**src/rtl/tlpq_pkg.sv**
```systemverilog
// ----------------------------------------------------------------------------
// tlpq_pkg
// Shared constants, codes and types of the three-level priority queue.
// ----------------------------------------------------------------------------
package tlpq_pkg;

  localparam int DEPTH  = 16;  // entries per level ring
  localparam int LEVELS = 3;   // priority levels, 1 highest

  localparam int ID_W   = 32;
  localparam int LVL_W  = 2;
  localparam int STAT_W = 2;

  localparam int PTR_W  = (DEPTH > 1) ? $clog2(DEPTH) : 1;
  localparam int CNT_W  = $clog2(DEPTH + 1);
  localparam int Q_W    = $clog2(LEVELS);
  localparam int ADDR_W = (LEVELS * DEPTH > 1) ? $clog2(LEVELS * DEPTH) : 1;

  localparam logic KIND_ENQ = 1'b0;
  localparam logic KIND_DEQ = 1'b1;

  localparam logic [STAT_W-1:0] ST_ENQUEUED = 2'd0;
  localparam logic [STAT_W-1:0] ST_SERVED   = 2'd1;
  localparam logic [STAT_W-1:0] ST_EMPTY    = 2'd2;
  localparam logic [STAT_W-1:0] ST_DROPPED  = 2'd3;

  typedef struct packed {
    logic              we;
    logic [ADDR_W-1:0] waddr;
    logic [ID_W-1:0]   wdata;
    logic              re;
    logic [ADDR_W-1:0] raddr;
  } mem_req_t;

endpackage

```
**src/rtl/tlpq_if.sv**
```systemverilog
// ----------------------------------------------------------------------------
// tlpq_if
// Valid/ready channels: operation requests in, results out.
// ----------------------------------------------------------------------------
interface tlpq_in_if import tlpq_pkg::*; ();
  logic             valid;
  logic             ready;
  logic             kind;
  logic [ID_W-1:0]  entry_id;
  logic [LVL_W-1:0] level;

  modport source (output valid, kind, entry_id, level, input ready);
  modport sink   (input valid, kind, entry_id, level, output ready);
endinterface

interface tlpq_out_if import tlpq_pkg::*; ();
  logic              valid;
  logic              ready;
  logic [STAT_W-1:0] status;
  logic [ID_W-1:0]   served_id;
  logic [LVL_W-1:0]  served_level;

  modport source (output valid, status, served_id, served_level, input ready);
  modport sink   (input valid, status, served_id, served_level, output ready);
endinterface

```
**src/rtl/tlpq_store.sv**
```systemverilog
// ----------------------------------------------------------------------------
// tlpq_store
// Entry memory: one slot per level and ring position, registered read.
// ----------------------------------------------------------------------------
module tlpq_store import tlpq_pkg::*; (
  input  logic            clk,
  input  mem_req_t        mem_req,
  output logic [ID_W-1:0] rd_data
);

  logic [ID_W-1:0] mem [LEVELS*DEPTH];

  always_ff @(posedge clk) begin
    if (mem_req.we) begin
      mem[mem_req.waddr] <= mem_req.wdata;
    end
    if (mem_req.re) begin
      rd_data <= mem[mem_req.raddr];
    end
  end

endmodule

```
**src/rtl/tlpq_ctrl.sv**
```systemverilog
// ----------------------------------------------------------------------------
// tlpq_ctrl
// Ring pointers, level counts, priority pick, sequencer and result register.
// ----------------------------------------------------------------------------
module tlpq_ctrl import tlpq_pkg::*; (
  input  logic            clk,
  input  logic            rst,
  tlpq_in_if.sink         req,
  tlpq_out_if.source      rsp,
  output mem_req_t        mem_req,
  input  logic [ID_W-1:0] rd_data
);

  localparam logic S_IDLE = 1'b0;
  localparam logic S_READ = 1'b1;

  logic             state;
  logic [PTR_W-1:0] head [LEVELS];
  logic [PTR_W-1:0] tail [LEVELS];
  logic [CNT_W-1:0] count [LEVELS];
  logic [Q_W-1:0]   pend_q;

  logic              out_valid;
  logic [STAT_W-1:0] out_status;
  logic [ID_W-1:0]   out_id;
  logic [LVL_W-1:0]  out_level;

  logic             fire;
  logic             lvl_ok;
  logic [Q_W-1:0]   eq;
  logic             enq_ok;
  logic             any;
  logic [Q_W-1:0]   dq;
  logic             out_load;

  function automatic logic [PTR_W-1:0] ring_next(input logic [PTR_W-1:0] p);
    logic [PTR_W-1:0] r;
    r = (32'(p) == DEPTH - 1) ? '0 : PTR_W'(32'(p) + 1);
    return r;
  endfunction

  function automatic logic [ADDR_W-1:0] slot_addr(input logic [Q_W-1:0] q,
                                                 input logic [PTR_W-1:0] p);
    logic [ADDR_W-1:0] a;
    a = ADDR_W'(32'(q) * DEPTH + 32'(p));
    return a;
  endfunction

  assign req.ready = (state == S_IDLE) && (!out_valid || rsp.ready);
  assign fire      = req.valid && req.ready;

  // enqueue target; level 0 or above LEVELS is dropped
  assign lvl_ok = (req.level != '0) && (32'(req.level) <= LEVELS);
  assign eq     = Q_W'(32'(req.level) - 1);
  assign enq_ok = lvl_ok && (32'(count[eq]) < DEPTH);

  // result register takes a new beat: served entry after the read, or
  // an immediate answer for enqueue and empty dequeue
  assign out_load = (state == S_READ) ||
                    (fire && !((req.kind == KIND_DEQ) && any));

  // highest non-empty level: lowest index wins
  always_comb begin
    any = 1'b0;
    dq  = '0;
    for (int i = LEVELS - 1; i >= 0; i--) begin
      if (count[i] != '0) begin
        any = 1'b1;
        dq  = Q_W'(i);
      end
    end
  end

  always_comb begin
    mem_req.we    = fire && (req.kind == KIND_ENQ) && enq_ok;
    mem_req.waddr = slot_addr(eq, tail[eq]);
    mem_req.wdata = req.entry_id;
    mem_req.re    = fire && (req.kind == KIND_DEQ) && any;
    mem_req.raddr = slot_addr(dq, head[dq]);
  end

  always_ff @(posedge clk) begin
    if (rst) begin
      state     <= S_IDLE;
      out_valid <= 1'b0;
      for (int i = 0; i < LEVELS; i++) begin
        head[i]  <= '0;
        tail[i]  <= '0;
        count[i] <= '0;
      end
    end else begin
      if (out_load) begin
        out_valid <= 1'b1;
      end else if (rsp.valid && rsp.ready) begin
        out_valid <= 1'b0;
      end
      case (state)
        S_IDLE: begin
          if (fire) begin
            if (req.kind == KIND_ENQ) begin
              out_id    <= '0;
              out_level <= '0;
              if (enq_ok) begin
                tail[eq]   <= ring_next(tail[eq]);
                count[eq]  <= count[eq] + 1'b1;
                out_status <= ST_ENQUEUED;
              end else begin
                out_status <= ST_DROPPED;
              end
            end else if (any) begin
              head[dq]  <= ring_next(head[dq]);
              count[dq] <= count[dq] - 1'b1;
              pend_q    <= dq;
              state     <= S_READ;
            end else begin
              out_status <= ST_EMPTY;
              out_id     <= '0;
              out_level  <= '0;
            end
          end
        end
        S_READ: begin
          out_status <= ST_SERVED;
          out_id     <= rd_data;
          out_level  <= LVL_W'(32'(pend_q) + 1);
          state      <= S_IDLE;
        end
        default: begin
          state <= S_IDLE;
        end
      endcase
    end
  end

  assign rsp.valid        = out_valid;
  assign rsp.status       = out_status;
  assign rsp.served_id    = out_id;
  assign rsp.served_level = out_level;

endmodule

```
**src/rtl/three_level_priority_queue.sv**
```systemverilog
// ----------------------------------------------------------------------------
// three_level_priority_queue
// Strict priority queue, three levels, one ring per level in a shared memory.
// ----------------------------------------------------------------------------
// Usage:
//   req  : valid/ready channel; each beat is one operation. kind 0 enqueues
//          entry_id at level (1 highest), kind 1 dequeues the oldest entry
//          of the highest non-empty level.
//   rsp  : valid/ready channel; exactly one beat per request beat, in order.
//          status: enqueued, served, queue empty, or dropped (level full or
//          level out of range). served_id/served_level are zero unless
//          an entry was served.
// Order: enqueue and empty dequeue answer straight from the result register,
//   loaded at the request beat; a serving dequeue first reads the entry
//   memory (registered read, state S_READ), then loads the result register.
//   One operation is in flight at a time.
// Reset (rst, synchronous): all levels empty, pointers zero, no result
//   pending. The entry memory is not cleared; slots are read only after
//   being written.
// Stall: the result register holds its beat while rsp.ready is low and
//   req.ready stays low until that beat leaves (it may go in the same cycle).
// ----------------------------------------------------------------------------
module three_level_priority_queue import tlpq_pkg::*; (
  input logic        clk,
  input logic        rst,
  tlpq_in_if.sink    req,
  tlpq_out_if.source rsp
);

  mem_req_t        mem_req;   // write on enqueue into a non-full level, read on serving dequeue
  logic [ID_W-1:0] rd_data;   // served id, valid the cycle after the read

  tlpq_ctrl u_ctrl (
    .clk     (clk),
    .rst     (rst),
    .req     (req),
    .rsp     (rsp),
    .mem_req (mem_req),
    .rd_data (rd_data)
  );

  tlpq_store u_store (
    .clk     (clk),
    .mem_req (mem_req),
    .rd_data (rd_data)
  );

endmodule

```
**src/flat_wrapper.sv**
```systemverilog
// flat-port wrapper written by rule: the top's interface ports become plain ports
module three_level_priority_queue_flat import tlpq_pkg::*;
  (clk, rst, req_valid, req_kind, req_entry_id, req_level, req_ready, rsp_valid, rsp_status, rsp_served_id, rsp_served_level, rsp_ready);
  tlpq_in_if req_i ();
  tlpq_out_if rsp_i ();
  input logic clk;
  input logic rst;
  input wire logic [$bits(req_i.valid)-1:0] req_valid;
  input wire logic [$bits(req_i.kind)-1:0] req_kind;
  input wire logic [$bits(req_i.entry_id)-1:0] req_entry_id;
  input wire logic [$bits(req_i.level)-1:0] req_level;
  output wire logic [$bits(req_i.ready)-1:0] req_ready;
  output wire logic [$bits(rsp_i.valid)-1:0] rsp_valid;
  output wire logic [$bits(rsp_i.status)-1:0] rsp_status;
  output wire logic [$bits(rsp_i.served_id)-1:0] rsp_served_id;
  output wire logic [$bits(rsp_i.served_level)-1:0] rsp_served_level;
  input wire logic [$bits(rsp_i.ready)-1:0] rsp_ready;
  assign req_i.valid = req_valid;
  assign req_i.kind = req_kind;
  assign req_i.entry_id = req_entry_id;
  assign req_i.level = req_level;
  assign req_ready = req_i.ready;
  assign rsp_valid = rsp_i.valid;
  assign rsp_status = rsp_i.status;
  assign rsp_served_id = rsp_i.served_id;
  assign rsp_served_level = rsp_i.served_level;
  assign rsp_i.ready = rsp_ready;
  three_level_priority_queue u_core (.clk(clk), .rst(rst), .req(req_i), .rsp(rsp_i));
endmodule
```
**config.mk**
```make
export PLATFORM = sky130hd
export DESIGN_NAME = three_level_priority_queue_flat
export DESIGN_NICKNAME = d
export VERILOG_FILES = /design/src/rtl/tlpq_pkg.sv /design/src/rtl/tlpq_if.sv /design/src/rtl/tlpq_store.sv /design/src/rtl/tlpq_ctrl.sv /design/src/rtl/three_level_priority_queue.sv /design/src/flat_wrapper.sv
export SDC_FILE = /design/constraint.sdc
export NUM_CORES = 2
export LEC_CHECK = 0
export BUFFER_PORTS_ARGS = -buffer_cell sky130_fd_sc_hd__buf_4
export CAP_MARGIN = 0
export CORE_MARGIN = 1
export CORE_UTILIZATION = 50
export CTS_CLUSTER_DIAMETER = 200
export CTS_CLUSTER_SIZE = 12
export DETAILED_ROUTE_END_ITERATION = 16
export PLACE_DENSITY = 0.66
export SLEW_MARGIN = 10
export SYNTH_ARGS = -nofsm -noshare
export SYNTH_HDL_FRONTEND = slang
export SYNTH_SLANG_ARGS = --single-unit
```
**constraint.sdc**
```tcl
create_clock -name clk -period 6.1 [get_ports clk]
set_clock_uncertainty 0.15 [all_clocks]
set_input_delay 1.22 -clock clk [delete_from_list [all_inputs] [get_ports clk]]
set_output_delay 1.22 -clock clk [all_outputs]
set_load 0.02 [all_outputs]
```
==> impl_metrics.py <==
metrics = {
    "run_status": {
        "status": "finished clean",
    },
    "setup_path": {
        "cpPeakStageDelay_ps": 850,
        "slowest_stage": "o21ai_2",
        "rr_worst_depth": 11,
        "regToRegStartpoint": "u_core.u_ctrl.count[0][3]$_SDFFCE_PN0P_",
        "crit_chain": "nor4_2 -> nand2b_1 -> o21ai_2 -> o21ai_4 -> buf_12 -> buf_4 -> nor2_2 -> nand3_1 -> a31oi_1 -> nor3_1 -> a211o_1",
        "endpoint": "u_core.u_store.rd_data[1]$_DFFE_PP_",
        "cp-startpoint": "u_core.u_ctrl.count[0][3]$_SDFFCE_PN0P_",
        "cp.arrival_ps": 5440,
        "critPathRequiredTime_ps": 6450,
        "cp_max_fo": 92,
        "timing.rr.end": "u_core.u_store.rd_data[1]$_DFFE_PP_",
        "worstSetupPathType": "flip-flop to flip-flop",
        "cp-start-kind": "flip-flop",
        "r2r_slack_ps": 1010,
        "cp-end-kind": "flip-flop",
    },
    "global_routing": {
        "groute.usage.overall": 0.276,
        "overflow": 0,
        "grtUsageMet1": 0.401,
        "grt_pass1_vias": 37100,
        "antenna_found_initial": 7,
        "grtUsageMet2": 0.411,
        "grt_busiest_layer": "met2",
        "grt_start_max_net_pins": 132,
        "grt_pass1_wl_um": 262000,
        "grt_util_met3": 0.0476,
    },
    "yosys": {
        "synth_top_family_by_area": "simple AND/OR/NAND/NOR gates",
        "async_flop_share": 0,
        "syn_inst": 4469,
        "syn_area_per_cell_um2": 14.6,
        "seq_area_frac_synth": 0.763,
        "synth_edf_count": 1654,
        "synth-compound-area-share": 0.0636,
        "synth-simple-area-share": 0.108,
        "synth_xor_xnor_area_share": 0.00121,
        "syn-cell-area_um2": 65100,
        "synthMuxAreaShare": 0.0432,
        "yosysWarnings": 0,
        "ys_seq_elements": 1656,
        "synthAdderAreaFrac": 0.00154,
        "yosysUniqueCellTypes": 73,
        "synth-main-ff-cell": "edfxtp_1",
    },
    "sta": {
        "fmax_mhz": 196,
        "tightest_slew_ps": 1220,
        "setup_tns_ps": 0,
        "holdWs_ps": 398,
        "min_period_ps": 5090,
        "setup_violations": 0,
        "rsz0062_at_grt": "false",
        "relSlewSlack": 0.182,
        "slew_violations": 0,
        "period_share": 0.835,
        "hold_viol": 0,
    },
    "clock_tree": {
        "clock_sinks": 1656,
        "cts_tree": "built",
        "cts_hold_buffers": 0,
        "cts.path.max_buffers": 3,
        "cts_root_buf": "clkbuf_16",
        "post_cts_resize_count": 0,
        "cts_setup_buffers": 0,
        "h-tree-depth": 4,
        "cts_made_buffers": 155,
        "path_clk_slew_ps": 60,
        "clk_latency_ps": 790,
    },
    "finish": {
        "ff_latch_area_um2": 49700,
        "num-fill-cells": 9991,
        "nNetsFinal": 4626,
        "drive_gt1_frac": 0.111,
        "areaGrowthSynthToFinish_pct": 11.5,
        "fin_cells": 6341,
        "multiInputGateArea_um2": 14600,
        "num_antenna_cells": 0,
    },
    "power": {
        "vdd_drop_max_mv": 0.279,
        "power_density_nw_per_um2": 326,
        "p_leak_uw": 0.0239,
    },
    "routing": {
        "finalWirelength_um": 182000,
        "drtIter0Drc": 6162,
        "firstDrtPassIters": 6,
        "wire_per_inst_um": 28.7,
        "final_antenna_net_count": 0,
        "viasPerCell": 6.26,
        "via_count": 39700,
        "drc": 0,
    },
    "placed_design": {
        "hpwl_um": 109000,
        "dp.cells": 6164,
        "port_buffers": 76,
        "gp_congestion": 0.885,
    },
    "floorplanning": {
        "fp.dieW_um": 363,
        "pin_count": 77,
        "die_area_um2": 132000,
        "num_rows": 132,
        "initial_core_util": 0.504,
        "core_um2": 129000,
        "die_h_um": 363,
    },
    "flow_run": {
        "cap_violations": 0,
    },
    "min_path": {
        "min_from": "u_core.u_store.rd_data[27]$_DFFE_PP_",
        "hp-class": "flip-flop to flip-flop",
    },
}
[cells in the final DEF (no fill, tap or decap), types with 67 or more instances in the layout]
cell type and instances:
nand2_1 996, mux2i_1 219, clkbuf_16 163, a21oi_1 230, nor2_1 67, buf_4 196
a32oi_1 69, nand3_1 304, edfxtp_1 1654
[logic make-up (layout without fill, tap and decap cells)]
| group | after synthesis | count (layout) |
|---|---|---|
| mux | 265 | 265 |
| flops | 1656 | 1656 |
| compound gates | 614 | 614 |
| fa+ha+maj | 8 | 8 |
| simple gates | 1629 | 1629 |
| buf+inv | 287 | 414 |
| xor+xnor | 9 | 9 |
| other cells | 1 | 4 |
[routing by layer]
layer | part of all wire | wire length, µm
met3 | 0.10 | 18500
met2 | 0.45 | 81900
met4 | 0.044 | 7980
met5 | 0 | 0
met1 | 0.40 | 73500
[layout make-up]
| cell class | instances | area share |
|---|---|---|
| sequential | 1656 | 0.684 |
| tap | 1742 | 0.0300 |
| timing repair buffer | 216 | 0.0258 |
| clock buffer | 171 | 0.0566 |
| inverter | 21 | 0.00129 |
| clock inverter | 6 | 0.000878 |
| multi-input combinational | 2529 | 0.201 |
[metrics by stage]
step / setup slack (ps) / instance area, µm² / utilization / total power [µW]
floorplan: 645 / 65200 / - / 14200
global placement: 1050 / 68500 / 0.530 / 15300
detailed placement: 1010 / 68500 / 0.530 / 15300
CTS: 1210 / 72700 / 0.562 / 23800
global route: 936 / 72700 / 0.562 / 24300
finish: 1010 / 72700 / 0.562 / 23700
[report_power, final]
part | total (µW) | internal [µW] | switching, µW
logic | 2460 | 675 | 1790
registers | 12700 | 12600 | 43.4
clock network | 8600 | 4710 | 3890
[critical path: cells and delay by family, from the launching register on]
| family | cells | cell delay [ps] |
|---|---|---|
| AND/OR/NAND/NOR | 5 | 1580 |
| flip-flops | 1 | 410 |
| AO/OA/AOI/OAI | 4 | 1860 |
| buffers and inverters | 2 | 670 |
[cells in the mapped netlist (40+ instances only)]
| cell type | n | area, µm² |
|---|---|---|
| o22ai_1 | 50 | 313 |
| nor2_1 | 119 | 447 |
| edfxtp_1 | 1654 | 49700 |
| clkbuf_1 | 113 | 424 |
| mux2i_1 | 219 | 2190 |
| buf_2 | 109 | 546 |
| a32oi_1 | 69 | 604 |
| nand2_1 | 998 | 3750 |
| a31oi_1 | 40 | 250 |
| nand3_1 | 304 | 1520 |
| a21oi_1 | 230 | 1150 |
| nor3_1 | 52 | 260 |
[sequential cells by signal, indices dropped and copies added, names as in the netlist]
signal / cells
u_core.u_ctrl.rsp.status: 2
u_core.u_ctrl.rsp.served_level: 2
u_core.u_ctrl.tail: 16
u_core.u_ctrl.rsp.valid: 1
u_core.u_ctrl.rsp.served_id: 32
u_core.u_ctrl.pend_q: 2
u_core.u_store.mem: 1536
u_core.u_ctrl.head: 12
u_core.u_ctrl.count: 20
u_core.u_ctrl.state: 1
u_core.u_store.rd_data: 32
[worst min-delay path by stage]
stage	slack, ps	cells after the start	endpoint
CTS	410	1	u_core.u_ctrl.rsp.served_id[27]$_SDFFCE_PN0P_
floorplan	350	1	u_core.u_ctrl.rsp.served_id[0]$_SDFFCE_PN0P_
finish	400	1	u_core.u_ctrl.rsp.served_id[27]$_SDFFCE_PN0P_
detailed placement	400	1	u_core.u_ctrl.rsp.served_id[27]$_SDFFCE_PN0P_
global placement	400	1	u_core.u_ctrl.rsp.served_id[3]$_SDFFCE_PN0P_
global route	430	1	u_core.u_ctrl.rsp.served_id[6]$_SDFFCE_PN0P_
Note: power is estimated with default switching activity, not from simulation.
